**src/blo_pkg.sv**
```systemverilog
// Shared types and codes for the bounded ordered list.
package blo_pkg;

    // Stream widths: fields packed from bit 0 up, padded to whole bytes
    localparam int IN_TDATA_W  = 40;
    localparam int OUT_TDATA_W = 48;

    // Operation codes on the input stream
    localparam logic [2:0] OP_PUSH_FRONT = 3'd0;
    localparam logic [2:0] OP_INSERT_POS = 3'd1;
    localparam logic [2:0] OP_APPEND     = 3'd2;
    localparam logic [2:0] OP_POP_FRONT  = 3'd3;
    localparam logic [2:0] OP_POP_BACK   = 3'd4;
    localparam logic [2:0] OP_REMOVE_POS = 3'd5;
    localparam logic [2:0] OP_DUMP       = 3'd6;
    localparam logic [2:0] OP_SEARCH     = 3'd7;

    // Status codes on the output stream
    localparam logic [2:0] ST_OK       = 3'd0;
    localparam logic [2:0] ST_FULL     = 3'd1;
    localparam logic [2:0] ST_EMPTY    = 3'd2;
    localparam logic [2:0] ST_BADPOS   = 3'd3;
    localparam logic [2:0] ST_NOTFOUND = 3'd4;

    // Command class decided by the front end
    typedef enum logic [1:0] {
        CMD_INSERT,
        CMD_REMOVE,
        CMD_DUMP,
        CMD_SEARCH
    } cmd_kind_t;

    // Where an insert or remove acts
    typedef enum logic [1:0] {
        AT_FRONT,
        AT_POS,
        AT_BACK
    } cmd_where_t;

    typedef struct packed {
        cmd_kind_t         kind;
        cmd_where_t        where;
        logic signed [31:0] value;
        logic [2:0]        position;
    } cmd_t;

endpackage

```
**src/blo_front.sv**
```systemverilog
// Front end: accepts input transfers, decodes them and queues commands.
module blo_front (
    input  logic                            clk,
    input  logic                            rst_n,
    input  logic                            s_axis_tvalid,
    output logic                            s_axis_tready,
    // tdata: op[2:0], value[34:3], position[37:35], zero pad
    input  logic [blo_pkg::IN_TDATA_W-1:0]  s_axis_tdata,
    output logic                            cmd_valid,
    output blo_pkg::cmd_t                   cmd,
    input  logic                            cmd_pop
);
    import blo_pkg::*;

    cmd_t       q_reg [2];
    logic       wr_ptr_reg, wr_ptr_next;
    logic       rd_ptr_reg, rd_ptr_next;
    logic [1:0] cnt_reg, cnt_next;
    logic [2:0] op;
    logic       push;
    logic       pop;
    cmd_t       dec;

    assign op = s_axis_tdata[2:0];

    // Classify the operation
    always_comb
    begin
        dec.value    = s_axis_tdata[34:3];
        dec.position = s_axis_tdata[37:35];
        unique case (op)
            OP_PUSH_FRONT: begin dec.kind = CMD_INSERT; dec.where = AT_FRONT; end
            OP_INSERT_POS: begin dec.kind = CMD_INSERT; dec.where = AT_POS;   end
            OP_APPEND:     begin dec.kind = CMD_INSERT; dec.where = AT_BACK;  end
            OP_POP_FRONT:  begin dec.kind = CMD_REMOVE; dec.where = AT_FRONT; end
            OP_POP_BACK:   begin dec.kind = CMD_REMOVE; dec.where = AT_BACK;  end
            OP_REMOVE_POS: begin dec.kind = CMD_REMOVE; dec.where = AT_POS;   end
            OP_DUMP:       begin dec.kind = CMD_DUMP;   dec.where = AT_FRONT; end
            OP_SEARCH:     begin dec.kind = CMD_SEARCH; dec.where = AT_FRONT; end
        endcase
    end

    // Two-entry command queue
    assign s_axis_tready = (cnt_reg != 2'd2);
    assign push          = s_axis_tvalid && s_axis_tready;
    assign cmd_valid     = (cnt_reg != 2'd0);
    assign pop           = cmd_pop && cmd_valid;
    assign cmd           = q_reg[rd_ptr_reg];

    always_comb
    begin
        wr_ptr_next = push ? ~wr_ptr_reg : wr_ptr_reg;
        rd_ptr_next = pop ? ~rd_ptr_reg : rd_ptr_reg;
        cnt_next    = cnt_reg;
        if (push && !pop)
            cnt_next = cnt_reg + 2'd1;
        else if (pop && !push)
            cnt_next = cnt_reg - 2'd1;
    end

    always_ff @(posedge clk or negedge rst_n)
    begin
        if (!rst_n)
        begin
            wr_ptr_reg <= 1'b0;
            rd_ptr_reg <= 1'b0;
            cnt_reg    <= 2'd0;
        end
        else
        begin
            wr_ptr_reg <= wr_ptr_next;
            rd_ptr_reg <= rd_ptr_next;
            cnt_reg    <= cnt_next;
        end
    end

    // Queue payload
    always_ff @(posedge clk)
    begin
        if (push)
            q_reg[wr_ptr_reg] <= dec;
    end

endmodule

```
**src/blo_back.sv**
```systemverilog
// Back end: holds the list, executes commands and drives the result stream.
module blo_back #(
    parameter int DEPTH = 4
) (
    input  logic                            clk,
    input  logic                            rst_n,
    input  logic                            cmd_valid,
    input  blo_pkg::cmd_t                   cmd,
    output logic                            cmd_pop,
    output logic                            m_axis_tvalid,
    input  logic                            m_axis_tready,
    // tdata: status[2:0], entry_value[34:3], entry_position[37:35],
    //        fill[40:38], zero pad
    output logic [blo_pkg::OUT_TDATA_W-1:0] m_axis_tdata,
    output logic                            m_axis_tlast
);
    import blo_pkg::*;

    localparam int CW = $clog2(DEPTH + 1);
    localparam int WW = CW + 3;

    typedef enum logic [1:0] {
        S_IDLE,
        S_DUMP,
        S_SEARCH,
        S_REPORT
    } state_t;

    typedef enum logic [1:0] {
        ENT_HOLD,
        ENT_INSERT,
        ENT_REMOVE,
        ENT_ROTATE
    } ent_op_t;

    state_t             state_reg, state_next;
    logic [CW-1:0]      count_reg, count_next;
    logic [CW-1:0]      scan_reg, scan_next;
    logic               found_reg, found_next;
    logic [2:0]         hit_reg, hit_next;
    logic signed [31:0] key_reg, key_next;

    logic               out_valid_reg, out_valid_next;
    logic [2:0]         status_reg, status_next;
    logic signed [31:0] value_reg, value_next;
    logic [2:0]         pos_reg, pos_next;
    logic [2:0]         fill_reg, fill_next;
    logic               last_reg, last_next;

    logic signed [31:0] ent_reg  [DEPTH];
    logic signed [31:0] ent_next [DEPTH];
    ent_op_t            ent_op;
    logic [CW-1:0]      idx;
    logic [CW-1:0]      rem_idx;
    logic signed [31:0] rem_val;

    logic               out_free;
    logic [WW-1:0]      pos_ext;
    logic [WW-1:0]      cnt_ext;
    logic               scan_end;
    logic               scan_live;

    assign out_free  = !out_valid_reg || m_axis_tready;
    assign pos_ext   = WW'(cmd.position);
    assign cnt_ext   = WW'(count_reg);
    assign scan_end  = (scan_reg == CW'(DEPTH - 1));
    assign scan_live = (scan_reg < count_reg);

    // Slot a remove acts on, and the entry held there
    always_comb
    begin
        rem_idx = '0;
        if (cmd.where == AT_BACK)
            rem_idx = count_reg - CW'(1);
        else if (cmd.where == AT_POS)
            rem_idx = CW'(pos_ext - WW'(1));
        rem_val = '0;
        for (int i = 0; i < DEPTH; i++)
            rem_val = rem_val | (ent_reg[i] & {32{CW'(i) == rem_idx}});
    end

    // Command sequencing and result generation
    always_comb
    begin
        state_next     = state_reg;
        count_next     = count_reg;
        scan_next      = scan_reg;
        found_next     = found_reg;
        hit_next       = hit_reg;
        key_next       = key_reg;
        out_valid_next = out_valid_reg && !m_axis_tready;
        status_next    = status_reg;
        value_next     = value_reg;
        pos_next       = pos_reg;
        fill_next      = fill_reg;
        last_next      = last_reg;
        ent_op         = ENT_HOLD;
        idx            = '0;
        cmd_pop        = 1'b0;

        unique case (state_reg)
            S_IDLE:
            begin
                if (cmd_valid && out_free)
                begin
                    cmd_pop = 1'b1;
                    case (cmd.kind)
                        CMD_INSERT:
                        begin
                            out_valid_next = 1'b1;
                            value_next     = '0;
                            pos_next       = 3'd0;
                            last_next      = 1'b1;
                            fill_next      = 3'(count_reg);
                            if (count_reg == CW'(DEPTH))
                                status_next = ST_FULL;
                            else if (cmd.where == AT_POS && (pos_ext == '0 ||
                                     pos_ext > cnt_ext + WW'(1)))
                                status_next = ST_BADPOS;
                            else
                            begin
                                status_next = ST_OK;
                                if (cmd.where == AT_BACK)
                                    idx = count_reg;
                                else if (cmd.where == AT_POS)
                                    idx = CW'(pos_ext - WW'(1));
                                ent_op     = ENT_INSERT;
                                count_next = count_reg + CW'(1);
                                fill_next  = 3'(count_reg + CW'(1));
                            end
                        end
                        CMD_REMOVE:
                        begin
                            out_valid_next = 1'b1;
                            value_next     = '0;
                            pos_next       = 3'd0;
                            last_next      = 1'b1;
                            fill_next      = 3'(count_reg);
                            if (count_reg == '0)
                                status_next = ST_EMPTY;
                            else if (cmd.where == AT_POS && (pos_ext == '0 ||
                                     pos_ext > cnt_ext))
                                status_next = ST_BADPOS;
                            else
                            begin
                                status_next = ST_OK;
                                idx        = rem_idx;
                                value_next = rem_val;
                                ent_op     = ENT_REMOVE;
                                count_next = count_reg - CW'(1);
                                fill_next  = 3'(count_reg - CW'(1));
                            end
                        end
                        CMD_DUMP:
                        begin
                            if (count_reg == '0)
                            begin
                                out_valid_next = 1'b1;
                                status_next    = ST_EMPTY;
                                value_next     = '0;
                                pos_next       = 3'd0;
                                fill_next      = 3'(count_reg);
                                last_next      = 1'b1;
                            end
                            else
                            begin
                                scan_next  = '0;
                                state_next = S_DUMP;
                            end
                        end
                        default:
                        begin
                            key_next   = cmd.value;
                            found_next = 1'b0;
                            hit_next   = 3'd0;
                            scan_next  = '0;
                            state_next = S_SEARCH;
                        end
                    endcase
                end
            end

            // Rotate the list once around, sending each live head entry
            S_DUMP:
            begin
                if (!scan_live || out_free)
                begin
                    if (scan_live)
                    begin
                        out_valid_next = 1'b1;
                        status_next    = ST_OK;
                        value_next     = ent_reg[0];
                        pos_next       = 3'(scan_reg + CW'(1));
                        fill_next      = 3'(count_reg);
                        last_next      = (scan_reg + CW'(1) == count_reg);
                    end
                    ent_op = ENT_ROTATE;
                    if (scan_end)
                        state_next = S_IDLE;
                    else
                        scan_next = scan_reg + CW'(1);
                end
            end

            // Rotate once around, noting the first live match
            S_SEARCH:
            begin
                ent_op = ENT_ROTATE;
                if (!found_reg && scan_live && ent_reg[0] == key_reg)
                begin
                    found_next = 1'b1;
                    hit_next   = 3'(scan_reg + CW'(1));
                end
                if (scan_end)
                    state_next = S_REPORT;
                else
                    scan_next = scan_reg + CW'(1);
            end

            S_REPORT:
            begin
                if (out_free)
                begin
                    out_valid_next = 1'b1;
                    status_next    = found_reg ? ST_OK : ST_NOTFOUND;
                    value_next     = '0;
                    pos_next       = found_reg ? hit_reg : 3'd0;
                    fill_next      = 3'(count_reg);
                    last_next      = 1'b1;
                    state_next     = S_IDLE;
                end
            end
        endcase
    end

    // Shift and rotate network over the entry registers
    always_comb
    begin
        ent_next = ent_reg;
        case (ent_op)
            ENT_INSERT:
            begin
                if (idx == '0)
                    ent_next[0] = cmd.value;
                for (int i = 1; i < DEPTH; i++)
                begin
                    if (CW'(i) == idx)
                        ent_next[i] = cmd.value;
                    else if (CW'(i) > idx)
                        ent_next[i] = ent_reg[i - 1];
                end
            end
            ENT_REMOVE:
            begin
                for (int i = 0; i < DEPTH - 1; i++)
                begin
                    if (CW'(i) >= idx)
                        ent_next[i] = ent_reg[i + 1];
                end
            end
            ENT_ROTATE:
            begin
                for (int i = 0; i < DEPTH - 1; i++)
                    ent_next[i] = ent_reg[i + 1];
                ent_next[DEPTH - 1] = ent_reg[0];
            end
            default:
            begin
                ent_next = ent_reg;
            end
        endcase
    end

    // State and registered outputs
    always_ff @(posedge clk or negedge rst_n)
    begin
        if (!rst_n)
        begin
            state_reg     <= S_IDLE;
            count_reg     <= '0;
            scan_reg      <= '0;
            found_reg     <= 1'b0;
            out_valid_reg <= 1'b0;
        end
        else
        begin
            state_reg     <= state_next;
            count_reg     <= count_next;
            scan_reg      <= scan_next;
            found_reg     <= found_next;
            out_valid_reg <= out_valid_next;
        end
    end

    // Payload registers
    always_ff @(posedge clk)
    begin
        hit_reg    <= hit_next;
        key_reg    <= key_next;
        status_reg <= status_next;
        value_reg  <= value_next;
        pos_reg    <= pos_next;
        fill_reg   <= fill_next;
        last_reg   <= last_next;
        ent_reg    <= ent_next;
    end

    assign m_axis_tvalid = out_valid_reg;
    assign m_axis_tlast  = last_reg;
    assign m_axis_tdata  = {7'd0, fill_reg, pos_reg, value_reg, status_reg};

endmodule

```
**src/bounded_ordered_list.sv**
```systemverilog
// Bounded ordered list: top level joining the command front end and the list back end.
//
// Keeps up to DEPTH signed 32-bit entries with 1-based positions. Each input
// transfer carries one operation; each gives one result transfer, except a dump
// of a non-empty list, which gives one per entry from the front with tlast on
// the final one. A two-entry command queue sits between input and execution, so
// input transfers are taken while the back end works or the output stalls,
// until both entries are full. Inserts and removes are carried out from the
// idle state; a dump and a search walk the list by rotating the entry
// registers once around through the head slot, and a dump waits on output
// stalls. fill and entry_position are reported modulo 8.
module bounded_ordered_list #(
    parameter int DEPTH = 4
) (
    input  logic                            clk,
    input  logic                            rst_n,
    input  logic                            s_axis_tvalid,
    output logic                            s_axis_tready,
    // tdata: op[2:0], value[34:3], position[37:35], zero pad
    input  logic [blo_pkg::IN_TDATA_W-1:0]  s_axis_tdata,
    output logic                            m_axis_tvalid,
    input  logic                            m_axis_tready,
    // tdata: status[2:0], entry_value[34:3], entry_position[37:35],
    //        fill[40:38], zero pad
    output logic [blo_pkg::OUT_TDATA_W-1:0] m_axis_tdata,
    output logic                            m_axis_tlast
);
    import blo_pkg::*;

    logic cmd_valid;
    logic cmd_pop;
    cmd_t cmd;

    blo_front u_front (
        .clk           (clk),
        .rst_n         (rst_n),
        .s_axis_tvalid (s_axis_tvalid),
        .s_axis_tready (s_axis_tready),
        .s_axis_tdata  (s_axis_tdata),
        .cmd_valid     (cmd_valid),
        .cmd           (cmd),
        .cmd_pop       (cmd_pop)
    );

    blo_back #(
        .DEPTH (DEPTH)
    ) u_back (
        .clk           (clk),
        .rst_n         (rst_n),
        .cmd_valid     (cmd_valid),
        .cmd           (cmd),
        .cmd_pop       (cmd_pop),
        .m_axis_tvalid (m_axis_tvalid),
        .m_axis_tready (m_axis_tready),
        .m_axis_tdata  (m_axis_tdata),
        .m_axis_tlast  (m_axis_tlast)
    );

endmodule
```
**config.mk**
```make
export PLATFORM = sky130hd
export DESIGN_NAME = bounded_ordered_list
export DESIGN_NICKNAME = d
export VERILOG_FILES = /design/src/blo_pkg.sv /design/src/blo_front.sv /design/src/blo_back.sv /design/src/bounded_ordered_list.sv
export SDC_FILE = /design/constraint.sdc
export NUM_CORES = 1
export LEC_CHECK = 0
export CORE_MARGIN = 8
export CORE_UTILIZATION = 30
export DETAILED_ROUTE_END_ITERATION = 10
export DONT_BUFFER_PORTS = 1
export GPL_TIMING_DRIVEN = 0
export PLACE_DENSITY = 0.51
export SYNTH_ARGS = -nofsm -noshare
export SYNTH_HDL_FRONTEND = slang
export SYNTH_HIERARCHICAL = 1
export SYNTH_SLANG_ARGS = --single-unit
export TNS_END_PERCENT = 30
```
**constraint.sdc**
```tcl
create_clock -name clk -period 11.2 [get_ports clk]
set_input_delay 2.24 -clock clk [delete_from_list [all_inputs] [get_ports clk]]
set_output_delay 2.24 -clock clk [all_outputs]
set_load 0.02 [all_outputs]
```
==> results.md, run 1 <==
- Crit path max-delay family: buffers and inverters
- Largest area contributor in the netlist: edfxtp_1
- Setup Viol. Count Final: 0
- IO Count: 95
- Routed len/inst: 24.9 microns
- CTS tree: yes
- Max reg flops: 128
- Core area: between 40000 and 50000 sq um
- Clk pin slew, worst setup/hold paths: 0.06 ns
- Vias in the first global route: 11.1k
- GRT overflow: 0
- Max Cap Viol: 0
- Ant. Diodes: 0
- Iteration-0 DRC Markers: 1346
- CTS Sinks: roughly 300
- H-tree depth: 2
- Synth area leaders: edfxtp_1 (57%), nand2_1 (5.9%), o211ai_1 (4.8%)
- Hold Path End: u_back/scan_reg[2]
- WP data required: 11.47 ns
- Complex-gate fraction of the synthesized area: 15.2%
- # resized after CTS: 0
- Worst Hold Launch: u_back/scan_reg[2]
- Logic depth of the worst setup path including buffers: 8
- RSZ-0062 raised after global routing: no
- Largest family of logic cells by synthesized area: compound AO/OA/AOI/OAI gates
- Post-synthesis xor/xnor area fraction: 2.63%
- Cells on Worst Hold Path: 2
- Largest net degree at the start of global routing: 30
- Post-synth EDFFs: 283
- Total wire length: 50600 microns
- Post-synthesis adder-cell area fraction: 2.17%
- Fmax: 185 MHz
- Tot GR Track Use: 17.4%
- WP data arrival: approximately 5.7 ns
- Vias per std cell: 5.49
- Cell area after layout: between 15000 and 20000 sq um
- Ys async rst share: 4.71%
- Total CTS buffers: 34
- Drt pass-1 iters: 5
- Worst Hold Class: flop to flop
- Fin crit period: between 5 and 6 ns
- Synth Area per Inst: 11.8 sq um
- R2r setup slk: 6.26 ns
- Post-synth cell types: 75
- Worst setup SP type: input port
- Worst Path Max Fanout: 19
- Placed cell areas: 16200 sq um
- DRT antenna net count: 0
- Endpoint class of the critical path: flop
- Hold buffers post-CTS: 0
- CP bufs+invs: 3
- Die area: 57400 sq um
- Worst skew pair latency: 0.54 ns
- Slew of the pin with the lowest slew margin: 1.23 ns
- Final HPWL from detailed placement: roughly 35000 microns
- Die span in x: 240 microns
- Slowest-stage cell, CP: clkbuf_1
- Gate Count Post-Synth: ~1.3k
- Post-synthesis register bit count: just under 300
- Final Cycle Share: 48.2%
- Crit path largest cell delay: 0.64 ns
- DR vias: 11.1k
- Placement row count: 82
- Slew HR: roughly 18%
- Mux cell area share after synthesis: under 10%
- Critical path class: input port to flop
- RR Endpoint: u_back/ent_reg[61]
- Fillers: between 4k and 5k
- Simple-gate share of the synthesized area: 11.6%
- Ys Warns: 6
- PortBufs: 0
- Die Span Y: 240 microns
- Initial antenna violation count: 1
- Initial Util: between 30% and 40%
- Worst reg2reg startpoint: u_back/count_reg[1]
- Residual DRC: 0
- Setup crit start: m_axis_tready
- Clock Skews: 0.0288 ns
- Final hold vios: 0
- R2r worst-path depth: 13
- CTS root buf: clkbuf_16
- Routability Congestion: 0.902
- Final net count: 1401
- Synth top area share: 56.7%
- Predominant post-synthesis flop cell: edfxtp_1
- Critical-path cell list: nand2b_1, nand3_1, clkinv_1, and4_1, a2bb2oi_2, clkbuf_1, a31oi_4, buf_12
- Area Overhead vs Synth: 15.1%
- First-pass GRT wire length: 74600 microns
- Final Slew Violations: 0
- Outcome: complete, no violations
- Share of post-route cells with drive strength above 1: 13.1%
- Synthesized area: 15000 sq um
- Clk buf depth: 3
- Number of post-CTS setup repair buffers: 0
- Seq/Total Area, Yosys: 59.0%
## cells in the final DEF (no fill, tap or decap), types with 4 or more instances in the layout
cell,n
edfxtp_1,283
nand2_1,236
o211ai_1,96
a21oi_1,77
clkbuf_1,68
o21ai_0,58
nor2_1,49
nand3_1,46
mux2_2,41
clkbuf_16,35
a41oi_1,30
ha_1,26
xor2_1,23
xnor2_1,22
inv_1,19
a22o_1,17
mux4_2,16
buf_4,14
dfrtp_1,14
nor2b_1,11
buf_1,10
o21ai_1,10
buf_2,8
clkinv_2,7
nand2b_1,7
buf_6,7
nand4_1,7
conb_1,7
clkinv_1,5
and2_1,5
a31oi_1,5
nor4_1,5
a2bb2oi_1,4
a21o_1,4
buf_12,4
## layout make-up
type                       count  area, sq um  area share, %
sequential                   297         8850           51.3
clock inverter                17          164          0.950
multi-input combinational    867         5720           33.1
tap                          672          841           4.87
inverter                      20         75.1          0.435
timing repair buffer          16          238           1.38
buffer                        95          469           2.72
clock buffer                  43          906           5.25
## worst max-delay path by stage
stage                          endpoint  slack [ns]
floorplan            u_back/fill_reg[0]        2.00
global placement    u_back/value_reg[6]       -3.90
detailed placement   u_back/ent_reg[75]        5.30
CTS                  u_back/ent_reg[91]        5.81
global route         u_back/ent_reg[94]        5.67
finish               u_back/ent_reg[91]        5.80
## tightest hold or removal path, delay by kind of cell (launching register included)
family | cells | cell delay [ns]
compound gates | 1 | 0.06
flops | 1 | 0.37
simple gates | 1 | 0.05
## through the flow
| stage | utilization (%) | TNS, ns | cells | setup slack [ns] | hold slack (ns) |
|---|---|---|---|---|---|
| floorplan | - | 0 | 1279 | 2.00 | 0.461 |
| global placement | 31.9 | -147.60 | 1951 | -3.90 | 0.477 |
| detailed placement | 32.5 | 0 | 1967 | 5.30 | 0.506 |
| CTS | 34.7 | 0 | 2027 | 5.81 | 0.518 |
| global route | 34.7 | 0 | 2027 | 5.67 | 0.579 |
| finish | 34.7 | 0 | 2027 | 5.80 | 0.519 |
## layer usage
layer	global-route usage (%)	part of all wire, %
met5	0	0
met2	27.4	46
met4	7.43	3.6
met3	4.15	9.0
met1	22.6	41
## logic make-up after synthesis
logic type | count (synthesis)
adder cells (fa/ha/maj) | 26
AND/OR/NAND/NOR | 392
flip-flops | 297
XOR/XNOR | 45
multiplexers | 60
other | 1
buffers and inverters | 115
AO/OA/AOI/OAI | 337
## synth_stat cells (22+ instances only)
cell type / n
o211ai_1: 96
ha_1: 26
xor2_1: 23
nor2_1: 51
nand3_1: 46
clkbuf_1: 60
edfxtp_1: 283
a41oi_1: 31
o21ai_0: 58
nand2_1: 236
a21oi_1: 78
mux2_2: 41
xnor2_1: 22
Power of run 1 is left out: the tool's default activity adds up to more than one toggle a clock period on the data nets, which glitch-free logic cannot reach.
==> run 2: changes to the inputs <==
--- a/config.mk
+++ b/config.mk
@@ -10,7 +10,7 @@
 export DETAILED_ROUTE_END_ITERATION = 10
 export DONT_BUFFER_PORTS = 1
 export GPL_TIMING_DRIVEN = 0
-export PLACE_DENSITY = 0.51
+export PLACE_DENSITY = 0.52
 export SYNTH_ARGS = -nofsm -noshare
 export SYNTH_HDL_FRONTEND = slang
 export SYNTH_HIERARCHICAL = 1
==> constraint.sdc (replaced) <==
create_clock -name clk -period 4.7 [get_ports clk]
set_input_delay 0.94 -clock clk [delete_from_list [all_inputs] [get_ports clk]]
set_output_delay 0.94 -clock clk [all_outputs]
set_load 0.02 [all_outputs]
==> results.md, run 2 (synthesis results as in run 1) <==
- First-pass GRT wire length: 74600 microns (about the same)
- CTS root buf: clkbuf_16
- Initial antenna violation count: 0 (-1)
- Clk buf depth: 3 (unchanged)
- Worst Path Max Fanout: 18 (-1)
- Area Overhead vs Synth: 15.5%
- Largest net degree at the start of global routing: 34 (+13%)
- Most frequent cells in the layout: edfxtp_1 (283), nand2_1 (236), o211ai_1 (96), a21oi_1 (77), clkbuf_1 (61)
- GRT overflow: 0 (unchanged)
- Worst Hold Class: input port to asynchronous set/reset pin
- Hold Slack: 0.0950 ns (-0.424 ns)
- DR vias: 11.2k (+0.44%)
- PortBufs: 0 (unchanged)
- Slowest-stage cell, CP: nand3_1
- Drt pass-1 iters: 6 (+1)
- Slew HR: 11.2% (-6.7 points)
- Critical-path cell list: clkbuf_1, inv_1, ha_1, inv_1, ha_1, nor2b_1, o21a_1, o2111ai_2, a21oi_1, o22ai_2, nand3_1, a41oi_4, buf_12
- Max reg flops: 128 (unchanged)
- Residual DRC: 0 (unchanged)
- Final hold vios: 0 (unchanged)
- CTS Sinks: 297 (unchanged)
- Worst skew pair latency: 0.55 ns (about the same)
- IO Count: 95 (unchanged)
- Crit path largest cell delay: 0.51 ns (-0.13 ns)
- WP data required: 4.94 ns (-6.53 ns)
- Final net count: 1402 (+0.071%)
- Max Cap Viol: 0 (unchanged)
- Tot GR Track Use: 17.4% (+0.046 points)
- Clock Skews: 0.0205 ns (-0.00833 ns)
- RSZ-0062 raised after global routing: yes
- Placement row count: 82 (unchanged)
- Fmax: 214 MHz
- Inst Count DP: 1963 (-0.20%)
- Layout Utilization: 34.8% (+0.13 points)
- Slew of the pin with the lowest slew margin: 1.33 ns (+0.0999 ns)
- CTS tree: yes
- Ant. Diodes: 0 (unchanged)
- Final HPWL from detailed placement: 34500 microns (-0.95%)
- Critical path class: flop to flop
- Die area: 57400 sq um (unchanged)
- Total CTS buffers: 34 (unchanged)
- Endpoint class of the critical path: flop
- Final Cycle Share: 99.6%
- Total wire length: 50900 microns (+0.72%)
- Most common cell after layout, fill and taps aside: edfxtp_1
- Vias per std cell: 5.51 (+0.44%)
- Cell area after layout: 17300 sq um (+0.36%)
- Initial Util: 30.1% (unchanged)
- WP data arrival: 4.92 ns (-0.75 ns)
- DRT antenna net count: 0 (unchanged)
- Hold buffers post-CTS: 0 (unchanged)
- Post-Layout Cell Count: 2027 (unchanged)
- Die span in x: 240 microns (unchanged)
- Die Span Y: 240 microns (unchanged)
- Fin crit period: between 4 and 5 ns
- R2r worst-path depth: 13 (unchanged)
- H-tree depth: 2 (unchanged)
- Worst setup SP type: flop
- Clk pin slew, worst setup/hold paths: 0.06 ns (about the same)
- Outcome: complete, no violations
- Routed len/inst: 25.1 microns (+0.72%)
- Placed cell areas: 16200 sq um (-0.12%)
- Core area: 49800 sq um (unchanged)
- Final Slew Violations: 0 (unchanged)
- Iteration-0 DRC Markers: 1408 (+4.6%)
- Share of post-route cells with drive strength above 1: 13.3% (+0.22 points)
- Routability Congestion: 0.907 (+0.58%)
- Vias in the first global route: 11.0k (-0.23%)
- Setup Viol. Count Final: 0 (unchanged)
-- run 2: timing repair --
action / CTS / global route
gates cloned: 0 / 0
setup endpoints to repair: 96 / 81
pin swaps: 2 / 1
gates resized for setup: 1 / 5
buffers inserted: 3 / 2
-- run 2: worst paths after layout --
path / startpoint / to / slack, ns
hold / removal: rst_n / u_front/cnt_reg[0] / 0.1
min in group clk: s_axis_tdata[18] / u_front/q_reg[0][18] / 0.49
hold reg to reg: u_back/scan_reg[1] / u_back/scan_reg[1] / 0.54
setup / recovery: u_back/count_reg[1] / u_back/ent_reg[39] / 0.02
setup reg to reg: u_back/count_reg[1] / u_back/ent_reg[39] / 0.02
max in group asynchronous: rst_n / u_back/scan_reg[0] / 4.52
-- run 2: routing by layer --
metal,track usage (%),part of all wire (%)
met1,22.4,40
met3,4.44,9.8
met4,6.58,3.1
met5,0,0
met2,28.0,47
-- run 2: cell type report --
| cell class | instances | area (sq um) |
|---|---|---|
| inverter | 20 | 75.1 |
| clock buffer | 40 | 905 |
| multi-input combinational | 867 | 5740 |
| fill | 4862 | 32400 |
| clock inverter | 19 | 161 |
| tap | 672 | 841 |
| buffer | 95 | 473 |
| sequential | 297 | 8850 |
| timing repair buffer | 17 | 282 |
-- run 2: worst max-delay path, delay by kind of cell, from the launching register on --
kind                     cells  cell delay [ns]
AO/OA/AOI/OAI                5             1.64
adder cells (fa/ha/maj)      2             0.74
flip-flops                   1             0.35
buffers and inverters        4             0.98
AND/OR/NAND/NOR              2             0.65
-- run 2: through the flow --
stage	setup TNS, ns	setup WS (ns)
4_1_cts	0	0.000600
2_1_floorplan	-16.48	-0.173
5_1_grt	-0.0254	-0.00720
3_3_place_gp	-445.02	-3.05
3_5_place_dp	-19.72	-0.391
6_report	0	0.0201
Power of run 2 is left out for the same reason.
